## config.mk

```make
export PLATFORM = sky130hd
export DESIGN_NAME = csub_average
export DESIGN_NICKNAME = d
export VERILOG_FILES = /design/src/csub_pkg.sv /design/src/csub_average.sv
export SDC_FILE = /design/constraint.sdc
export NUM_CORES = 1
export LEC_CHECK = 0
export BUFFER_PORTS_ARGS = -buffer_cell sky130_fd_sc_hd__buf_2
export CORE_ASPECT_RATIO = 0.7
export CORE_MARGIN = 4
export CORE_UTILIZATION = 30
export CTS_CLUSTER_DIAMETER = 100
export DETAILED_ROUTE_END_ITERATION = 10
export MAX_ROUTING_LAYER = met4
export PLACE_DENSITY_LB_ADDON = 0.1
export SYNTH_ARGS = -nofsm -noshare
export SYNTH_HDL_FRONTEND = slang
export SYNTH_SLANG_ARGS = --single-unit
export TNS_END_PERCENT = 1
```

## constraint.sdc

```tcl
create_clock -name clk -period 2.95 [get_ports clk]
set_input_delay 0.1475 -clock clk [delete_from_list [all_inputs] [get_ports clk]]
set_output_delay 0.1475 -clock clk [all_outputs]
set_load 0.05 [all_outputs]
```

## src/csub_pkg.sv

```systemverilog
`timescale 1ns / 1ps
`default_nettype none

package csub_pkg;

    // Default depth of the line store, in pixels.
    localparam int MAX_WIDTH_DEF = 4096;

    localparam int PIX_W       = 8;
    localparam int FW_W        = 13;
    localparam int FH_W        = 16;
    localparam int ROW_W       = 16;
    localparam int GEOM_W      = 17;
    localparam int CFG_DATA_W  = 16;
    localparam int CFG_INDEX_W = 1;

    localparam logic [CFG_INDEX_W-1:0] REG_FRAME_WIDTH  = 1'b0;
    localparam logic [CFG_INDEX_W-1:0] REG_FRAME_HEIGHT = 1'b1;

    // Per-pixel control decoded from the raster position.
    typedef struct packed {
        logic store;
        logic hold;
        logic emit;
        logic frame_last;
    } pix_ctrl_t;

    // One subsampled result.
    typedef struct packed {
        logic             frame_last;
        logic [PIX_W-1:0] cg;
        logic [PIX_W-1:0] co;
    } sub_item_t;

    // Unsigned byte average that rounds up: (a + b + 1) >> 1.
    function automatic logic [PIX_W-1:0] avg_up(input logic [PIX_W-1:0] a,
                                                input logic [PIX_W-1:0] b);
        logic [PIX_W:0] sum;
        sum = {1'b0, a} + {1'b0, b} + {{PIX_W{1'b0}}, 1'b1};
        return sum[PIX_W:1];
    endfunction

endpackage

`default_nettype wire

```

## src/csub_average.sv

```systemverilog
`timescale 1ns / 1ps
`default_nettype none

module csub_average (
    input  wire logic                             clk,
    input  wire logic                             rst_n,
    input  wire logic                             accept,
    input  wire csub_pkg::pix_ctrl_t              ctrl_in,
    input  wire logic [csub_pkg::PIX_W-1:0]       co_in,
    input  wire logic [csub_pkg::PIX_W-1:0]       cg_in,
    input  wire logic [2*csub_pkg::PIX_W-1:0]     store_rdata,
    output logic                                  s1_valid,
    output logic                                  push,
    output csub_pkg::sub_item_t                   push_item
);

    logic                         valid_reg, valid_next;
    csub_pkg::pix_ctrl_t          ctrl_reg;
    logic [csub_pkg::PIX_W-1:0]   co_reg, cg_reg;
    logic [csub_pkg::PIX_W-1:0]   held_co_reg, held_co_next;
    logic [csub_pkg::PIX_W-1:0]   held_cg_reg, held_cg_next;
    logic [csub_pkg::PIX_W-1:0]   v_co, v_cg;

    // The line store data for the pixel in this stage arrives now.
    always_comb
    begin
        valid_next   = accept;
        v_co         = csub_pkg::avg_up(store_rdata[csub_pkg::PIX_W-1:0], co_reg);
        v_cg         = csub_pkg::avg_up(store_rdata[2*csub_pkg::PIX_W-1:csub_pkg::PIX_W],
                                        cg_reg);
        held_co_next = held_co_reg;
        held_cg_next = held_cg_reg;
        if (valid_reg && ctrl_reg.hold)
        begin
            held_co_next = v_co;
            held_cg_next = v_cg;
        end
        push                 = valid_reg && ctrl_reg.emit;
        push_item.co         = csub_pkg::avg_up(held_co_reg, v_co);
        push_item.cg         = csub_pkg::avg_up(held_cg_reg, v_cg);
        push_item.frame_last = ctrl_reg.frame_last;
        s1_valid             = valid_reg;
    end

    always_ff @(posedge clk or negedge rst_n)
    begin
        if (!rst_n)
        begin
            valid_reg   <= 1'b0;
            held_co_reg <= '0;
            held_cg_reg <= '0;
        end
        else
        begin
            valid_reg   <= valid_next;
            held_co_reg <= held_co_next;
            held_cg_reg <= held_cg_next;
        end
    end

    always_ff @(posedge clk)
    begin
        if (accept)
        begin
            ctrl_reg <= ctrl_in;
            co_reg   <= co_in;
            cg_reg   <= cg_in;
        end
    end

endmodule

`default_nettype wire

```

==> summary.md <==
| Metric | Value |
|---|---|
| Final setup fails | `11` |
| Pin count of the biggest net entering global routing | `21` |
| Initial Utilization | `0.309` |
| DR pass1 iterations | `4` |
| Die W | `116 um` |
| Final period util | `1.19` |
| Post-Synthesis Cells | `226` |
| Post-synth cell types | `43` |
| Post-synth top area cell | `edfxtp_1` |
| Comb pwr share | `0.672` |
| ANT nets after route | `0` |
| Post-layout minimum cycle time | `3500 ps` |
| Sink Count | `36` |
| GRT Total Usage | `0.130` |
| Switching Share | `0.473` |
| Element type at the critical path end | `primary output` |
| Internal power | `2070 uW` |
| Most frequent cells in the layout | `buf_4, buf_2, ha_1` |
| EDFF count, synth | `19` |
| Post-synthesis async set-or-reset flop share | `0.472` |
| Setup WS post-layout | `-551 ps` |
| DR vias/cell | `4.76` |
| Initial antenna violation count | `0` |
| Worst path slowest cell | `edfxtp_1` |
| First-pass GRT wire length | `9720 um` |
| Syn_area_per_cell | `10.8 um2` |
| Max FO, Critical Path | `5` |
| Syn. warnings | `0` |
| Layer with the highest usage | `met1` |
| Synth area leaders | `edfxtp_1, dfrtp_1, ha_1` |
| Die area | `9670 um2` |
| Reg power frac | `0.172` |
| Slew HR | `0.524` |
| Die height | `83.5 um` |
| Seq cells post-synth | `36` |
| Worst Skew | `6.52 ps` |
| Clk pwr share | `0.156` |
| Commonest non-fill, non-tap cell in the layout | `buf_4` |
| DRT iter0 DRCs | `47` |
| Leak pwr | `0.00162 uW` |
| Failing checks | `setup timing` |
| Primary FF master, synth | `edfxtp_1` |
| WP data required | `2800 ps` |
| VDD IR max | `0.896 mV` |
| Core footprint | `7910 um2` |
| Clk_lat worst skew | `280 ps` |
| Root buf cell | `clkbuf_16` |
| Drt wl/cell | `13.7 um` |
| Nets | `404` |
| Register area share after synthesis | `0.408` |
| CP startpoint kind | `register` |
| Syn-to-layout area delta | `46.8%` |
| WL final | `5950 um` |
| Total gr overflow | `0` |
| Unrepaired setup endpoints after global routing | `true` |
| Switching power total | `1860 uW` |
| Vias in the first global route | `2004` |
| Fin util | `0.453` |
| DRC Markers | `0` |
| Fin. max-slew vios | `0` |
| CTS H-Tree Depth | `2` |
| Critical path class | `register to primary output` |
| Met1 usage | `0.200` |
| I/O Buffers | `56` |
| Cell Area, Synth | `2440 um2` |
| Met2 GRT Util | `0.172` |
| Slew @ Worst Pin | `715 ps` |
| Placed cell areas | `3230 um2` |
| PD cells | `1100 nW/um2` |
| Max-cap violations | `0` |
| CTS Buf Count | `5` |
| GPL Wtd Cong | `0.897` |
| Clk slew on worst S/H paths | `60 ps` |
| Post-route cell area | `3580 um2` |
| Boundary Pins | `58` |
| CP max stage delay | `400 ps` |
| Status | `complete, but fails checks` |
| Vias | `2072` |
| Synth top area share | `0.234` |
| CTS tree | `yes` |
| Setup TNS | `-2810 ps` |
| Share of cells above drive strength 1 | `0.476` |
| CP arrival | `3350 ps` |
| Hpwl dp | `4580 um` |
| Grt met3 use | `0.0261` |
| Crit-path cells | `or2_4, fa_2, a211o_4, a211oi_2, nor2_1, nor2b_2, ha_4, and3_1, a211o_1, a21oi_4, xnor2_4, buf_6` |
| Hold Fails Final Rpt | `0` |
| Maximum clock rate | `286 MHz` |
| Antenna cell count | `0` |
| Hold WC Path Type | `primary input to register` |
| Row cnt | `27` |
| Synth Net Count | `297` |
| Max clock buf depth | `2` |
cells in the mapped netlist, types with 3 or more instances:
cell type  instances
ha_1              28
nand2_1           17
nand3_1            5
a21o_1             3
fa_1               4
nand4_1            4
a21oi_1           16
nor3_1             5
o211ai_1           4
and3_1             3
edfxtp_1          19
o21ai_0           11
mux2_2            10
inv_1             10
a31oi_1            3
nor2b_1            4
and2_1             3
o21a_1             3
or2_2              3
xor2_1             7
xnor2_1            9
nor2_1            13
dfrtp_1           17
stage by stage:
step	hold slack [ps]	cells	worst slack, ps	power [uW]
after floorplan	-148	226	-98.6	2420
after global placement	107	422	-327	3050
after detailed placement	107	422	-393	3060
after CTS	33.4	434	-594	3840
after global routing	28.4	435	-681	4170
final	39.6	435	-551	3930
critical path: cells and delay by family, from the launching register on:
kind | cells | cell delay [ps]
buffers and inverters | 1 | 170
AOI/OAI and AO/OA | 4 | 1060
xor gates and xnor gates | 1 | 130
and+or+nand+nor | 4 | 690
adders and majority gates | 2 | 610
DFF | 1 | 400
power groups by stage:
stage / logic [uW] / clock network (uW) / registers, uW
floorplan: 1740 / 0 / 671
global placement: 2380 / 0 / 678
detailed placement: 2370 / 0 / 681
CTS: 2540 / 633 / 671
global route: 2830 / 655 / 688
finish: 2640 / 614 / 675
cell type report:
| type | count | area (um2) |
|---|---|---|
| timing repair buffer | 103 | 673 |
| fill | 770 | 4320 |
| multi-input combinational | 177 | 1580 |
| tap | 101 | 126 |
| clock buffer | 5 | 125 |
| sequential | 36 | 996 |
| inverter | 10 | 37.5 |
| clock inverter | 3 | 42.5 |
kinds of logic (layout without fill, tap and decap cells):
family	after synthesis	count (layout)	share of synthesized area
DFF	36	36	0.408
and+or+nand+nor	61	61	0.121
AOI/OAI and AO/OA	57	57	0.162
adders and majority gates	32	32	0.176
buffers and inverters	13	121	0.0220
muxes	11	11	0.0523
xor gates and xnor gates	16	16	0.0574
final timing paths:
kind	startpoint	to	slack (ps)	cells past startpoint
worst max register to register	co_reg[0]$_DFFE_PP_	held_co_reg[7]$_DFFE_PN0P_	630	9
worst max-delay path	co_reg[0]$_DFFE_PP_	push_item[6]	-550	12
worst min-delay path	co_in[6]	co_reg[6]$_DFFE_PP_	40	1
worst min register to register	held_cg_reg[0]$_DFFE_PN0P_	held_cg_reg[0]$_DFFE_PN0P_	490	2
min in group asynchronous	rst_n	held_co_reg[2]$_DFFE_PN0P_	340	2
max in group asynchronous	rst_n	held_cg_reg[3]$_DFFE_PN0P_	2320	2
routing by layer:
layer	part of all wire	wire, um	up-vias
li1	-	-	1053
met4	0.0074	44	0
met2	0.42	2470	53
met5	0	0	-
met3	0.045	269	4
met1	0.53	3160	962
what timing repair did:
item                                    in CTS  in global routing
buffers inserted                             3                  1
pin swaps                                    7                  8
gates resized for setup                     20                 22
endpoints found under the hold margin       17                  0
endpoints found under the setup margin      12                 13
hold buffers                                 1                  0
(Power assumes the default switching activity.)
