## config.mk

```make
export PLATFORM = sky130hd
export DESIGN_NAME = csub_out_fifo
export DESIGN_NICKNAME = d
export VERILOG_FILES = /design/src/csub_pkg.sv /design/src/csub_out_fifo.sv
export SDC_FILE = /design/constraint.sdc
export NUM_CORES = 1
export LEC_CHECK = 0
export BUFFER_PORTS_ARGS = -buffer_cell sky130_fd_sc_hd__buf_4
export CORE_ASPECT_RATIO = 1.75
export CORE_MARGIN = 2
export CORE_UTILIZATION = 54
export DETAILED_ROUTE_END_ITERATION = 8
export PLACE_DENSITY_LB_ADDON = 0.2
export SYNTH_ARGS = -nofsm -noshare
export SYNTH_HDL_FRONTEND = slang
export SYNTH_SLANG_ARGS = --single-unit
```

## constraint.sdc

```tcl
create_clock -name clk -period 5 [get_ports clk]
set_input_delay 0.5 -clock clk [delete_from_list [all_inputs] [get_ports clk]]
set_output_delay 0.5 -clock clk [all_outputs]
set_load 0.01 [all_outputs]
```

## src/csub_pkg.sv

```systemverilog
`timescale 1ns / 1ps
`default_nettype none

package csub_pkg;

    // Default depth of the line store, in pixels.
    localparam int MAX_WIDTH_DEF = 4096;

    localparam int PIX_W       = 8;
    localparam int FW_W        = 13;
    localparam int FH_W        = 16;
    localparam int ROW_W       = 16;
    localparam int GEOM_W      = 17;
    localparam int CFG_DATA_W  = 16;
    localparam int CFG_INDEX_W = 1;

    localparam logic [CFG_INDEX_W-1:0] REG_FRAME_WIDTH  = 1'b0;
    localparam logic [CFG_INDEX_W-1:0] REG_FRAME_HEIGHT = 1'b1;

    // Per-pixel control decoded from the raster position.
    typedef struct packed {
        logic store;
        logic hold;
        logic emit;
        logic frame_last;
    } pix_ctrl_t;

    // One subsampled result.
    typedef struct packed {
        logic             frame_last;
        logic [PIX_W-1:0] cg;
        logic [PIX_W-1:0] co;
    } sub_item_t;

    // Unsigned byte average that rounds up: (a + b + 1) >> 1.
    function automatic logic [PIX_W-1:0] avg_up(input logic [PIX_W-1:0] a,
                                                input logic [PIX_W-1:0] b);
        logic [PIX_W:0] sum;
        sum = {1'b0, a} + {1'b0, b} + {{PIX_W{1'b0}}, 1'b1};
        return sum[PIX_W:1];
    endfunction

endpackage

`default_nettype wire

```

## src/csub_out_fifo.sv

```systemverilog
`timescale 1ns / 1ps
`default_nettype none

module csub_out_fifo (
    input  wire logic                clk,
    input  wire logic                rst_n,
    input  wire logic                push,
    input  wire csub_pkg::sub_item_t push_item,
    input  wire logic                pop,
    output logic                     head_valid,
    output csub_pkg::sub_item_t      head_item,
    output logic [1:0]               count
);

    csub_pkg::sub_item_t entry_reg [2];
    logic                wr_ptr_reg, wr_ptr_next;
    logic                rd_ptr_reg, rd_ptr_next;
    logic [1:0]          count_reg, count_next;

    always_comb
    begin
        wr_ptr_next = push ? !wr_ptr_reg : wr_ptr_reg;
        rd_ptr_next = pop ? !rd_ptr_reg : rd_ptr_reg;
        count_next  = count_reg + {1'b0, push} - {1'b0, pop};
        head_valid  = (count_reg != 2'd0);
        head_item   = entry_reg[rd_ptr_reg];
        count       = count_reg;
    end

    always_ff @(posedge clk or negedge rst_n)
    begin
        if (!rst_n)
        begin
            wr_ptr_reg <= 1'b0;
            rd_ptr_reg <= 1'b0;
            count_reg  <= 2'd0;
        end
        else
        begin
            wr_ptr_reg <= wr_ptr_next;
            rd_ptr_reg <= rd_ptr_next;
            count_reg  <= count_next;
        end
    end

    always_ff @(posedge clk)
    begin
        if (push)
        begin
            entry_reg[wr_ptr_reg] <= push_item;
        end
    end

endmodule

`default_nettype wire
```

==> flow_summary.toml, run 1 <==
[run_status]
outcome = "completed"

[synthesis]
yosys.area.top_type = "edfxtp_1"
syn_area_per_cell_um2 = 21.9
syn_inst = 67
yosysTopAreaCellShare = 0.694
yosysSeqAreaShare = 0.763
syn-num-nets = 90
synth-seq-cells = 38
synth_area_um2 = 1470
synth_cell_type_count = 13
yosys_warnings = 0
synth_area_leaders = "edfxtp_1 (69%), mux2_4 (9.2%), dfrtp_1 (6.8%), mux2_2 (6.1%), ha_1 (1.7%)"

[cells_and_area]
most-common-layout-cells = "buf_4 (40), edfxtp_1 (34), mux2_4 (9), mux2_2 (8), clkbuf_8 (5)"
multi_input_comb_area_um2 = 313
finalNetCount = 136
n_antenna_cell = 0
seqCellArea_um2 = 1120
drive_gt1_frac = 0.570
layout_commonest_cell = "buf_4"
final_core_util = 0.702
syn_to_final_growth_pct = 27.0
largest_reg_flops = 34
n_fill_cell = 195

[cts]
cts_setup_buffers = 0
htreeDepth = 2
cts_tree = "yes"
path_clk_slew_ns = 0.07
root_buffer = "clkbuf_8"
worst_skew_pair.late_latency_ns = 0.29
clock_sinks = 38
cts_buffers = 5
hold_buffers = 1
cts_buffer_depth = 2
cts_resized = 0

[grt]
track_usage = 0.160
grt_max_degree = 19
grt_pass1_wl_mm = 3.44
grt_overflow = 0
antenna_found_initial = 0
grt_pass1_vias = 750

[route]
wire_per_inst_um = 15.3
drt_first_iter_violations = 24
vias = 722
drcViolationCount = 0
drt-vias-per-instance = 5.12
wl_mm = 2.16
ant_nets = 0
dr.pass1.iters = 4

[sta]
timing_hold_violations_final = 0
finClkSkew_ns = 0.00465
fin_crit_sh = 0.454
drv_slew = 0
rsz0062_at_grt = "no"
worst_pin_slew_ns = 0.866
max_freq_mhz = 441
setup_viol = 0
period_needed_ns = 2.27
max_slew_margin = 0.420
fin_setup_tns_ns = 0

[power]
p_seq_frac = 0.484
p_int_mw = 0.725
p_per_area_nw_per_um2 = 534
ir_worst_vdd_uv = 305
switching_power_mw = 0.273
leakagePower_nw = 0.768
swShare = 0.273
power.total_mw = 0.997
pwr-share-comb = 0.325
p_clk_frac = 0.191

[floorplanning]
die_x_um = 43.4
dieHeight_um = 73.0
placementRows = 25
ios = 41
die_area_um2 = 3170
start_util = 0.553
coreArea_um2 = 2660

[setup_path]
path_class = "flip-flop to primary output"
required_ns = 4.50
slowest_delay_ns = 0.91
path_buf_inv = 1
cp_top_family = "flip-flops"
cp.arrival_ns = 1.77
crit_fanout = 18
crit_slowest_cell = "dfrtp_1"
crit_chain = "mux2_2, buf_4"
end_kind = "primary output"
critPathLaunchType = "flip-flop"

[hold_path]
min_path_type = "input pin to flip-flop"

[place]
dp_hpwl_mm = 1.49
io_buffers = 40
gp_congestion = 0.639

[flow_run]
drv_cap = 0
==> synthesized netlist by cell type (all sizes together) <==
cell and instances:
xor2 2, edfxtp 34, and2 1, nor2b 1
ha 2, dfrtp 4, buf 2, or2 1
inv 2, mux2 17, xor3 1
==> layer usage <==
metal / GRT usage / up-vias / part of all wire
li1: - / 347 / -
met1: 0.161 / 334 / 0.34
met2: 0.247 / 32 / 0.53
met3: 0.0693 / 9 / 0.082
met4: 0.131 / 0 / 0.045
met5: 0 / - / 0
==> through the flow <==
| stage | cell area (µm²) | std cells | hold slack [ns] | worst slack, ns |
|---|---|---|---|---|
| 6_report | 1870 | 141 | 0.394 | 2.73 |
| 5_1_grt | 1870 | 141 | 0.383 | 2.60 |
| 4_1_cts | 1870 | 141 | 0.381 | 2.68 |
| 3_5_place_dp | 1780 | 132 | 0.300 | 3.01 |
| 3_3_place_gp | 1780 | 132 | 0.296 | 3.00 |
| 2_1_floorplan | 1470 | 67 | 0.204 | 3.30 |
==> power groups by stage <==
stage | combinational (mW) | sequential, mW | clock (mW)
finish | 0.324 | 0.483 | 0.191
detailed placement | 0.327 | 0.492 | 0
global placement | 0.319 | 0.487 | 0
floorplan | 0.236 | 0.455 | 0
CTS | 0.329 | 0.485 | 0.199
global route | 0.347 | 0.496 | 0.207
==> final timing paths <==
path / depth (start not counted) / slack (ns) / endpoint / from
setup reg to reg: 1 / 3.52 / entry_reg[0][4] / wr_ptr_reg
hold / removal: 1 / 0.39 / entry_reg[1][2] / push_item[2]
setup / recovery: 2 / 2.73 / head_item[6] / rd_ptr_reg
min in group asynchronous: 2 / 0.55 / count[1] / rst_n
hold reg to reg: 1 / 0.53 / wr_ptr_reg / wr_ptr_reg
max in group asynchronous: 2 / 4.35 / wr_ptr_reg / rst_n
==> kinds of logic (layout without fill, tap and decap cells) <==
kind of cell,count (synthesis),in the layout,share of synthesized area
fa+ha+maj,2,2,0.0170
flops,38,38,0.763
xor+xnor,3,3,0.0281
simple gates,3,3,0.0128
mux,17,17,0.153
buf+inv,4,51,0.0264
==> layout make-up <==
type	count	area share
Clock buffer	6	0.0389
Clock inverter	2	0.00469
Inverter	2	0.00402
Multi-Input combinational cell	25	0.168
Sequential cell	38	0.601
Tap cell	27	0.0181
Timing Repair Buffer	41	0.166
(Power assumes the default switching activity.)
==> run 2, diff against run 1 <==
--- a/config.mk
+++ b/config.mk
@@ -8,7 +8,7 @@
 export BUFFER_PORTS_ARGS = -buffer_cell sky130_fd_sc_hd__buf_4
 export CORE_ASPECT_RATIO = 1.75
 export CORE_MARGIN = 2
-export CORE_UTILIZATION = 54
+export CORE_UTILIZATION = 50
 export DETAILED_ROUTE_END_ITERATION = 8
 export PLACE_DENSITY_LB_ADDON = 0.2
 export SYNTH_ARGS = -nofsm -noshare
==> constraint.sdc (replaced) <==
create_clock -name clk -period 2.3 [get_ports clk]
set_input_delay 0.23 -clock clk [delete_from_list [all_inputs] [get_ports clk]]
set_output_delay 0.23 -clock clk [all_outputs]
set_load 0.01 [all_outputs]
==> run 2 against run 1 <==
Net effect: design area increased by 3.0%; wire length grew 8.9%; utilization fell by 3.0 points; clock-buffer cell count rose by 1; sequential cell count did not move; via count increased by 3.2%; register-to-register slack got worse by 2.5 ns; global-route usage fell by 0.61 points; combinational power rose to 2.5 times the previous value; die area up 7.4%; setup slack worse by 2.2 ns; hold slack got worse by 0.26 ns.
==> flow_summary.toml, run 2 (synthesis gave the netlist of run 1 again) <==
[run_status]
outcome = "completed"

[flow_run]
drv_cap = 0

[cts]
cts_buffers = 5
cts_buffer_depth = 2
htreeDepth = 2
clock_sinks = 38
root_buffer = "clkbuf_8"
worst_skew_pair.late_latency_ns = 0.28
path_clk_slew_ns = 0.07
cts_resized = 0
cts_setup_buffers = 0
cts_tree = "yes"
hold_buffers = 1

[route]
drt-vias-per-instance = 5.03
wire_per_inst_um = 15.9
wl_mm = 2.35
drt_first_iter_violations = 16
vias = 745
dr.pass1.iters = 4
ant_nets = 0
drcViolationCount = 0

[power]
pwr-share-comb = 0.361
leakagePower_nw = 0.804
ir_worst_vdd_uv = 756
p_clk_frac = 0.197
switching_power_mw = 0.609
p_seq_frac = 0.442
swShare = 0.270
p_int_mw = 1.65
p_per_area_nw_per_um2 = 1170

[sta]
fin_setup_tns_ns = 0
drv_slew = 0
timing_hold_violations_final = 0
fin_crit_sh = 0.753
finClkSkew_ns = 0.00477
worst_pin_slew_ns = 0.364
rsz0062_at_grt = "no"
max_freq_mhz = 577
period_needed_ns = 1.73
max_slew_margin = 0.756
setup_viol = 0

[cells_and_area]
n_antenna_cell = 0
finalNetCount = 142
final_core_util = 0.672
most-common-layout-cells = "buf_4 (46), edfxtp_1 (34), mux2_4 (9), mux2_2 (8), clkbuf_8 (6)"
drive_gt1_frac = 0.600
layout_commonest_cell = "buf_4"
largest_reg_flops = 34
syn_to_final_growth_pct = 30.8

[setup_path]
crit_top_cell = "buf_4"
crit_fanout = 7
crit_chain = "buf_4, mux2_2, buf_4"
crit_slowest_cell = "dfrtp_1"
path_buf_inv = 2
slowest_delay_ns = 0.49
cp_top_family = "flip-flops"
end_kind = "primary output"
r2r_slack_ns = 1.04
path_class = "flip-flop to primary output"
cp.arrival_ns = 1.50
critPathLaunchType = "flip-flop"
required_ns = 2.07

[floorplanning]
die_x_um = 45.0
dieHeight_um = 75.7
ios = 41
placementRows = 26
die_area_um2 = 3410
start_util = 0.514
coreArea_um2 = 2860

[hold_path]
min_path_type = "input pin to flip-flop"

[grt]
antenna_found_initial = 0
grt_overflow = 0
grt_pass1_wl_mm = 3.55
grt_max_degree = 12
grt_pass1_vias = 823
track_usage = 0.153

[place]
io_buffers = 40
gp_congestion = 0.669
dp_hpwl_mm = 1.70
-- run 2: final cells by class --
class / count / area, µm²
Clock buffer: 7 / 86.3
Clock inverter: 1 / 5.00
Fill cell: 220 / 940
Inverter: 2 / 7.51
Multi-Input combinational cell: 25 / 313
Sequential cell: 38 / 1120
Tap cell: 28 / 35.0
Timing Repair Buffer: 47 / 355
-- run 2: power groups by stage --
stage / logic, mW / registers (mW) / clock network [mW]
4_1_cts: 0.829 / 1.00 / 0.457
5_1_grt: 0.875 / 1.01 / 0.492
3_5_place_dp: 0.823 / 1.01 / 0
6_report: 0.814 / 0.997 / 0.446
3_3_place_gp: 0.800 / 1.00 / 0
2_1_floorplan: 0.514 / 0.990 / 0
-- run 2: worst paths after layout --
kind	cells past startpoint	endpoint	startpoint
worst min-delay path	2	rd_ptr_reg	pop
max in group asynchronous	2	wr_ptr_reg	rst_n
worst max register to register	2	entry_reg[0][12]	wr_ptr_reg
worst min register to register	1	wr_ptr_reg	wr_ptr_reg
worst max-delay path	3	head_item[3]	rd_ptr_reg
min in group asynchronous	2	rd_ptr_reg	rst_n
-- run 2: per-stage QoR --
| stage | std cells | hold WS, ns | total power [mW] | worst slack (ns) | area (µm²) |
|---|---|---|---|---|---|
| detailed placement | 139 | 0.0276 | 1.84 | 0.861 | 1820 |
| global placement | 139 | 0.0303 | 1.80 | 0.902 | 1820 |
| finish | 148 | 0.131 | 2.26 | 0.568 | 1920 |
| floorplan | 67 | -0.0656 | 1.50 | 0.725 | 1470 |
| global route | 148 | 0.116 | 2.38 | 0.483 | 1920 |
| CTS | 148 | 0.125 | 2.29 | 0.544 | 1920 |
-- run 2: metal layers --
metal	up-vias	share of wire	track usage
met4	0	0.015	0.0784
met2	29	0.56	0.260
met5	-	0	0
met1	357	0.37	0.161
met3	4	0.057	0.0592
li1	355	-	-
