**config.mk**
```make
export PLATFORM = sky130hd
export DESIGN_NAME = csub_addr_gen
export DESIGN_NICKNAME = d
export VERILOG_FILES = /design/src/csub_pkg.sv /design/src/csub_addr_gen.sv
export SDC_FILE = /design/constraint.sdc
export NUM_CORES = 1
export LEC_CHECK = 0
export BUFFER_PORTS_ARGS = -buffer_cell sky130_fd_sc_hd__buf_2
export CAP_MARGIN = 20
export CORE_UTILIZATION = 31
export DETAILED_ROUTE_END_ITERATION = 12
export GPL_TIMING_DRIVEN = 0
export PLACE_DENSITY = 0.43
export RECOVER_POWER = 50
export SKIP_CTS_REPAIR_TIMING = 1
export SYNTH_ARGS = -nofsm -noshare
export SYNTH_HDL_FRONTEND = slang
export SYNTH_SLANG_ARGS = --single-unit
```
**constraint.sdc**
```tcl
create_clock -name clk -period 21.8 [get_ports clk]
set_clock_uncertainty 0.15 [all_clocks]
set_input_delay 3.27 -clock clk [delete_from_list [all_inputs] [get_ports clk]]
set_output_delay 3.27 -clock clk [all_outputs]
set_load 0.02 [all_outputs]
```
**src/csub_pkg.sv**
```systemverilog
`timescale 1ns / 1ps
`default_nettype none

package csub_pkg;

    // Default depth of the line store, in pixels.
    localparam int MAX_WIDTH_DEF = 4096;

    localparam int PIX_W       = 8;
    localparam int FW_W        = 13;
    localparam int FH_W        = 16;
    localparam int ROW_W       = 16;
    localparam int GEOM_W      = 17;
    localparam int CFG_DATA_W  = 16;
    localparam int CFG_INDEX_W = 1;

    localparam logic [CFG_INDEX_W-1:0] REG_FRAME_WIDTH  = 1'b0;
    localparam logic [CFG_INDEX_W-1:0] REG_FRAME_HEIGHT = 1'b1;

    // Per-pixel control decoded from the raster position.
    typedef struct packed {
        logic store;
        logic hold;
        logic emit;
        logic frame_last;
    } pix_ctrl_t;

    // One subsampled result.
    typedef struct packed {
        logic             frame_last;
        logic [PIX_W-1:0] cg;
        logic [PIX_W-1:0] co;
    } sub_item_t;

    // Unsigned byte average that rounds up: (a + b + 1) >> 1.
    function automatic logic [PIX_W-1:0] avg_up(input logic [PIX_W-1:0] a,
                                                input logic [PIX_W-1:0] b);
        logic [PIX_W:0] sum;
        sum = {1'b0, a} + {1'b0, b} + {{PIX_W{1'b0}}, 1'b1};
        return sum[PIX_W:1];
    endfunction

endpackage

`default_nettype wire

```
**src/csub_addr_gen.sv**
```systemverilog
`timescale 1ns / 1ps
`default_nettype none

module csub_addr_gen #(
    parameter int MAX_WIDTH = csub_pkg::MAX_WIDTH_DEF,
    parameter int COL_W     = $clog2(MAX_WIDTH)
) (
    input  wire logic                              clk,
    input  wire logic                              rst_n,
    input  wire logic                              cfg_we,
    input  wire logic [csub_pkg::CFG_INDEX_W-1:0]  cfg_index,
    input  wire logic [csub_pkg::CFG_DATA_W-1:0]   cfg_data,
    input  wire logic                              accept,
    output logic      [COL_W-1:0]                  pixel_x,
    output csub_pkg::pix_ctrl_t                    ctrl
);

    localparam int PW_W = $clog2(MAX_WIDTH + 1);
    localparam int GW   = csub_pkg::GEOM_W;

    logic [PW_W-1:0]            pw_reg, pw_next;
    logic [GW-1:0]              ph_reg, ph_next;
    logic [COL_W-1:0]           col_reg, col_next;
    logic [csub_pkg::ROW_W-1:0] row_reg, row_next;

    logic [GW-1:0] fw_ext, fw_up, fh_ext, fh_up;
    logic [GW-1:0] pw_ext, col_ext, row_inc, x, y, xn, yn;

    // Padded geometry is worked out once, when the register is written.
    always_comb
    begin
        pw_next = pw_reg;
        ph_next = ph_reg;
        fw_ext  = GW'(cfg_data[csub_pkg::FW_W-1:0]);
        fw_up   = (fw_ext + GW'(7)) & ~GW'(7);
        fh_ext  = GW'(cfg_data[csub_pkg::FH_W-1:0]);
        fh_up   = (fh_ext + GW'(1)) & ~GW'(1);
        if (cfg_we)
        begin
            case (cfg_index)
                csub_pkg::REG_FRAME_WIDTH:
                begin
                    if (fw_up == '0)
                        pw_next = PW_W'(8);
                    else if (fw_up > GW'(MAX_WIDTH))
                        pw_next = PW_W'(MAX_WIDTH);
                    else
                        pw_next = PW_W'(fw_up);
                end
                csub_pkg::REG_FRAME_HEIGHT:
                begin
                    if (fh_up == '0)
                        ph_next = GW'(2);
                    else
                        ph_next = fh_up;
                end
                default:
                begin
                    pw_next = pw_reg;
                end
            endcase
        end
    end

    // Raster position of the current pixel, then the position after it.
    always_comb
    begin
        pw_ext  = GW'(pw_reg);
        col_ext = GW'(col_reg);
        if (col_ext >= pw_ext)
        begin
            x       = '0;
            row_inc = GW'(row_reg) + GW'(1);
        end
        else
        begin
            x       = col_ext;
            row_inc = GW'(row_reg);
        end
        y  = (row_inc >= ph_reg) ? '0 : row_inc;
        xn = x + GW'(1);
        yn = y + GW'(1);

        col_next = col_reg;
        row_next = row_reg;
        if (accept)
        begin
            if (xn >= pw_ext)
            begin
                col_next = '0;
                row_next = (yn >= ph_reg) ? '0 : yn[csub_pkg::ROW_W-1:0];
            end
            else
            begin
                col_next = xn[COL_W-1:0];
                row_next = y[csub_pkg::ROW_W-1:0];
            end
        end

        pixel_x          = x[COL_W-1:0];
        ctrl.store       = !y[0];
        ctrl.hold        = y[0] && !x[0];
        ctrl.emit        = y[0] && x[0];
        ctrl.frame_last  = (xn == pw_ext) && (yn == ph_reg);
    end

    always_ff @(posedge clk or negedge rst_n)
    begin
        if (!rst_n)
        begin
            pw_reg  <= PW_W'(8);
            ph_reg  <= GW'(2);
            col_reg <= '0;
            row_reg <= '0;
        end
        else
        begin
            pw_reg  <= pw_next;
            ph_reg  <= ph_next;
            col_reg <= col_next;
            row_reg <= row_next;
        end
    end

endmodule

`default_nettype wire

```
==> metrics.yaml, run 1 <==
start_util_pct: 31.9
cp_slowest_cell: "a31oi_1"
finalPower_mw: 0.611
numCtsBuffers: 5
clkLatencyLatePin_ps: 310
cts_tree: "done"
critPathMaxFanout: 10
grt_max_degree: 38
syn_to_final_growth_pct: 10.3
end_kind: "output pin"
cp.required_ps: 18380
rows: 48
drv_slew: 38
vias_per_cell: 5.41
timing.rr.end: "row_reg[15]"
drt_wl_total_microns: 17600
syn_area_sq_um: 5550
globalRouteTotalUtil_pct: 19.9
slowest_delay_ps: 770
nets: 821
clk_pin_slew_ps: 70
core_region_area_sq_um: 17400
cp_common_cell: "ha_1"
cts_sinks: 54
worstPathArrival_ps: 8590
hold_ws_ps: 331
avgSynthCellArea_sq_um: 7.83
root_buffer: "clkbuf_16"
num_io_pins: 37
status: "complete, but fails checks"
min_path_type: "reg -> reg"
max_cap_viol_count: 1
max_freq_mhz: 83.2
synthArstFlopShare_pct: 100
regToRegSetupSlack_ps: 11980
grt_pass1_vias: 5115
period_minus_slack_ps: 12010
ys_seq_elements: 54
antenna_found_initial: 0
p_leak_nw: 2.72
drive_gt1_share_pct: 7.79
yosys_most_used_dff: "dfrtp_1"
vias: 5249
grt_pass1_wl_microns: 28100
htreeDepth: 2
worst_slew_pin_slew_ps: 2190
ant_nets: 0
cp-startpoint: "col_reg[10]"
endpoint: "ctrl[0]"
syn_inst: 709
r2r_cells: 31
slew_headroom_pct: -46.1
wire_per_inst_microns: 18.1
critPathKind: "reg -> out"
die_area_sq_um: 18500
violations: "capacitance limit, slew limit"
dr.pass1.iters: 5
synth-edff-count: 0
portBuffers: 27
ys.warnings.count: 0
grt_overflow_total: 0
hpwl_microns: 14100
drc: 0
startpoint_type: "flip-flop"
finalSetupViolations: 0
die_w_microns: 136
finalCritPeriodShare_pct: 55.1
cts_buffer_depth: 2
seq_area_frac_synth_pct: 24.4
drt_iter0_markers: 293
routabilityCongestion: 0.837
ir_worst_vdd_mv: 0.0563
hold_viol: 0
power.density_cell_area_nw_per_um2: 99.8
die_h_microns: 136
diodes: 0
rsz0062_at_grt: "no"
synth_cell_type_count: 67
timing.rr.start: "col_reg[10]"
synth_fp_nets: 786
fin_setup_tns_ps: 0
## metrics by stage
step | cell area, sq um | worst slack (ps) | instances | utilization (%)
final | 6120 | 9790 | 970 | 35.2
after detailed placement | 5990 | 10050 | 962 | 34.4
after CTS | 6140 | 9690 | 970 | 35.3
after floorplan | 5550 | 11940 | 709 | -
after global routing | 6120 | 9190 | 970 | 35.2
after global placement | 5970 | 10080 | 961 | 34.3
## power breakdown
part	switching [mW]	internal [mW]	total, mW
clock	0.0413	0.0457	0.0871
combinational	0.247	0.134	0.381
sequential	0.0207	0.122	0.143
## cells by family (layout without fill, tap and decap cells)
family                   after synthesis  after routing  share of synthesized area [%]
adder cells (fa/ha/maj)               56             56                           12.6
AO/OA/AOI/OAI                        149            149                           18.0
multiplexers                           6              6                           1.10
buffers and inverters                 93            129                           6.53
flip-flops                            54             54                           24.4
XOR/XNOR                              64             64                           10.2
AND/OR/NAND/NOR                      287            287                           27.2
## how the worst min path moves through the flow
stage	endpoint	start	cells after the start	slack, ps
after CTS	pw_reg[11]	pw_reg[11]	2	340
after detailed placement	pw_reg[11]	pw_reg[11]	2	320
final	pw_reg[11]	pw_reg[11]	2	330
after global placement	pw_reg[6]	pw_reg[6]	2	320
after floorplan	pw_reg[10]	pw_reg[10]	2	300
after global routing	pw_reg[10]	pw_reg[10]	2	360
## worst max-delay path, delay by kind of cell, from the launching register on
kind	cells	cell delay (ps)
adder cells (fa/ha/maj)	4	1230
buffers and inverters	5	1400
XOR/XNOR	2	430
AND/OR/NAND/NOR	15	3510
AO/OA/AOI/OAI	3	1280
flip-flops	1	430
## cells in the mapped netlist (7+ instances only)
master | count | area [sq um]
inv_1 | 50 | 188
nor3_1 | 17 | 85.1
nand3_1 | 38 | 190
dfrtp_1 | 52 | 1300
clkbuf_1 | 33 | 124
xor2_1 | 27 | 236
nor2b_1 | 12 | 75.1
a21oi_1 | 44 | 220
ha_1 | 56 | 701
xnor2_1 | 36 | 315
a221oi_1 | 8 | 70.1
o21ai_0 | 36 | 180
o211ai_1 | 9 | 67.6
nor4_1 | 7 | 43.8
a21o_1 | 9 | 67.6
nand4_1 | 17 | 106
nand2_1 | 51 | 191
and3_1 | 19 | 119
nor2_1 | 83 | 312
## layout by cell type (no fill, tap or decap), types with 3 or more instances in the layout
master	n
and4_1	4
nand2_1	51
o22ai_1	3
nand2b_1	5
nor2b_1	12
xnor2_1	36
o21ai_0	36
clkbuf_1	35
o211ai_1	9
nand3_1	38
nand3b_1	4
o31ai_1	6
nor4b_1	6
inv_1	50
nor3_1	17
xor2_1	27
ha_1	56
o22a_1	3
and3_1	19
buf_1	3
a221oi_1	8
clkbuf_16	5
a21o_1	9
a22oi_1	4
buf_2	31
or4_1	3
nor4_1	7
a21oi_1	44
dfrtp_1	52
a31oi_1	5
nor2_1	83
nand4_1	17
mux2i_1	5
## final cells by class
type                            count  area, sq um
Sequential cell                    54         1350
Tap cell                          225          282
Multi-Input combinational cell    562         3840
Buffer                             42          171
Inverter                           51          191
Clock inverter                      2         12.5
Fill cell                        1902        11300
Timing Repair Buffer               28          138
Clock buffer                        6          139
## metal layers
layer  vias up  routed length (microns)  track usage [%]
li1       2597                        -                -
met1      2514                     8840             28.8
met2       121                     7910             31.3
met3        17                      560             2.50
met4         0                      252             4.62
met5         -                        0                0
Note: power is estimated with default switching activity, not from simulation.
==> inputs of run 2 (changes only) <==
--- a/config.mk
+++ b/config.mk
@@ -5,6 +5,7 @@
 export SDC_FILE = /design/constraint.sdc
 export NUM_CORES = 1
 export LEC_CHECK = 0
+export ABC_AREA = 1
 export BUFFER_PORTS_ARGS = -buffer_cell sky130_fd_sc_hd__buf_2
 export CAP_MARGIN = 20
 export CORE_UTILIZATION = 31
==> constraint.sdc (replaced) <==
create_clock -name clk -period 11.9 [get_ports clk]
set_clock_uncertainty 0.15 [all_clocks]
set_input_delay 1.785 -clock clk [delete_from_list [all_inputs] [get_ports clk]]
set_output_delay 1.785 -clock clk [all_outputs]
set_load 0.02 [all_outputs]
==> metrics.yaml, run 2 <==
status: "completed"
end_kind: "output pin"
power.density_cell_area_nw_per_um2: 243
diodes: 0
combPwrFrac_pct: 69.8
hold_ws_ps: 353
post-route-util_pct: 35.8
drc: 0
cts_sinks: 54
finalSetupViolations: 0
ys_top_cells_by_area: "dfrtp_1 23%, ha_1 12%, nand2_1 12%, inv_1 9.2%, nor2_1 5.5%"
pre_cts_slack_ps: 3100
portBuffers: 36
synthArstFlopShare_pct: 100
die_area_sq_um: 18700
core_region_area_sq_um: 17500
vias_per_cell: 4.98
grt_pass1_vias: 5342
power_frac_clock_pct: 11.5
syn_area_sq_um: 5620
grt_overflow_total: 0
cts_tree: "done"
rows: 48
ant_nets: 0
clk_pin_slew_ps: 80
cp_slowest_cell: "nor4_1"
yosys_most_used_dff: "dfrtp_1"
root_buffer: "clkbuf_16"
critPathMaxFanout: 10
ys.warnings.count: 0
max_cap_viol_count: 0
avgSynthCellArea_sq_um: 6.69
numCtsBuffers: 5
yosys.cell_count.top_type: "nand2_1"
synth.top_cell.area_share_pct: 23.1
final_common_cell: "nand2_1"
rsz0062_at_grt: "no"
vias: 5537
p_leak_nw: 3.16
synth_top_cell_by_area: "dfrtp_1"
synth_fp_nets: 917
antenna_found_initial: 0
drt_wl_total_microns: 17800
cp_top_family: "simple AND/OR/NAND/NOR gates"
p_int_mw: 0.693
startpoint_type: "flip-flop"
placed_cells: 1103
htreeDepth: 2
syn_inst: 840
cp.required_ps: 9970
start_util_pct: 32.2
hold_viol: 0
synth_commonest_cells: "186 x nand2_1, 138 x inv_1, 82 x nor2_1"
finalPower_mw: 1.52
timing.rr.start: "pw_reg[9]"
cp-startpoint: "pw_reg[9]"
layout.cells.non_filler: 1111
drive_gt1_share_pct: 10.6
critPathKind: "reg -> out"
syn_to_final_growth_pct: 11.3
cp_num_buf_inv: 6
slew_headroom_pct: 2.35
routabilityCongestion: 0.855
worst_slew_pin_slew_ps: 1460
ys_seq_elements: 54
holdCritStartpoint: "ph_reg[3]"
seqPwrFrac_pct: 18.6
mostFrequentLayoutCells: "186 x nand2_1, 138 x inv_1, 82 x nor2_1, 56 x ha_1, 52 x dfrtp_1"
drv_slew: 0
slowest_delay_ps: 470
min_path_type: "reg -> reg"
cts_buffer_depth: 2
synth-edff-count: 0
die_w_microns: 137
grt_max_degree: 27
synth_cell_type_count: 45
period_minus_slack_ps: 8980
cp_common_cell: "nand2_1"
globalRouteTotalUtil_pct: 20.4
placed_area_sq_um: 6120
ir_worst_vdd_mv: 0.0805
num_io_pins: 37
dr.pass1.iters: 5
nets: 962
setup_slack_ps: 2920
finalCritPeriodShare_pct: 75.5
die_h_microns: 137
clkLatencyLatePin_ps: 310
netSwitchingFraction_pct: 54.4
hpwl_microns: 15100
grt_pass1_wl_microns: 28700
seq_area_frac_synth_pct: 24.1
fin_setup_tns_ps: 0
worstPathArrival_ps: 7050
switchingPower_mw: 0.826
finalInstanceArea_sq_um: 6260
wire_per_inst_microns: 16.0
drt_iter0_markers: 324
max_freq_mhz: 111
## run 2: cell count changes after synthesis, sizes merged, moves of 8 or more
cell    change
nand2     +137
a21o        -9
o211ai      -8
nor2b      -12
xnor2      -29
and3       -19
nand3      +14
nand4      +14
nor2       +16
inv        +99
o22ai       +9
a221oi      -8
clkbuf     -26
## run 2: final cells by class
type,count,area (sq um)
Fill cell,1888,11200
Multi-Input combinational cell,620,3610
Sequential cell,54,1350
Inverter,150,563
Tap cell,225,282
Timing Repair Buffer,38,184
Clock buffer,5,125
Buffer,16,95.1
Clock inverter,3,47.5
## run 2: tightest hold or removal path: stages, from the launching register on
cell and delay, ps:
dfrtp_1 350, nand2_1 50, o21ai_0 60
## run 2: worst paths after layout
path,to,slack (ps),depth (start not counted)
min in group asynchronous,pw_reg[11],1160,1
max in group asynchronous,row_reg[13],8780,2
worst min-delay path,ph_reg[3],350,2
worst max-delay path,ctrl[0],2920,32
worst max register to register,row_reg[8],4560,36
worst min register to register,ph_reg[3],350,2
## run 2: logic make-up after synthesis
| family | after synthesis | synth area share (%) |
|---|---|---|
| flops | 54 | 24.1 |
| compound gates | 116 | 12.0 |
| simple gates | 408 | 33.5 |
| fa+ha+maj | 56 | 12.5 |
| buf+inv | 166 | 11.7 |
| xor+xnor | 40 | 6.23 |
## run 2: power by group through the flow
stage,Sequential (mW),Combinational [mW],Clock [mW]
after floorplan,0.270,0.773,0
after global placement,0.285,1.04,0
final,0.283,1.06,0.175
after global routing,0.290,1.20,0.188
after CTS,0.282,1.06,0.182
after detailed placement,0.286,1.05,0
## run 2: metal layers
metal / share of wire (%) / track usage (%) / vias up
met5: 0 / 0 / -
met4: 1.8 / 6.05 / 0
met3: 3.6 / 1.56 / 20
met2: 45 / 33.4 / 118
met1: 50 / 28.3 / 2562
li1: - / - / 2837
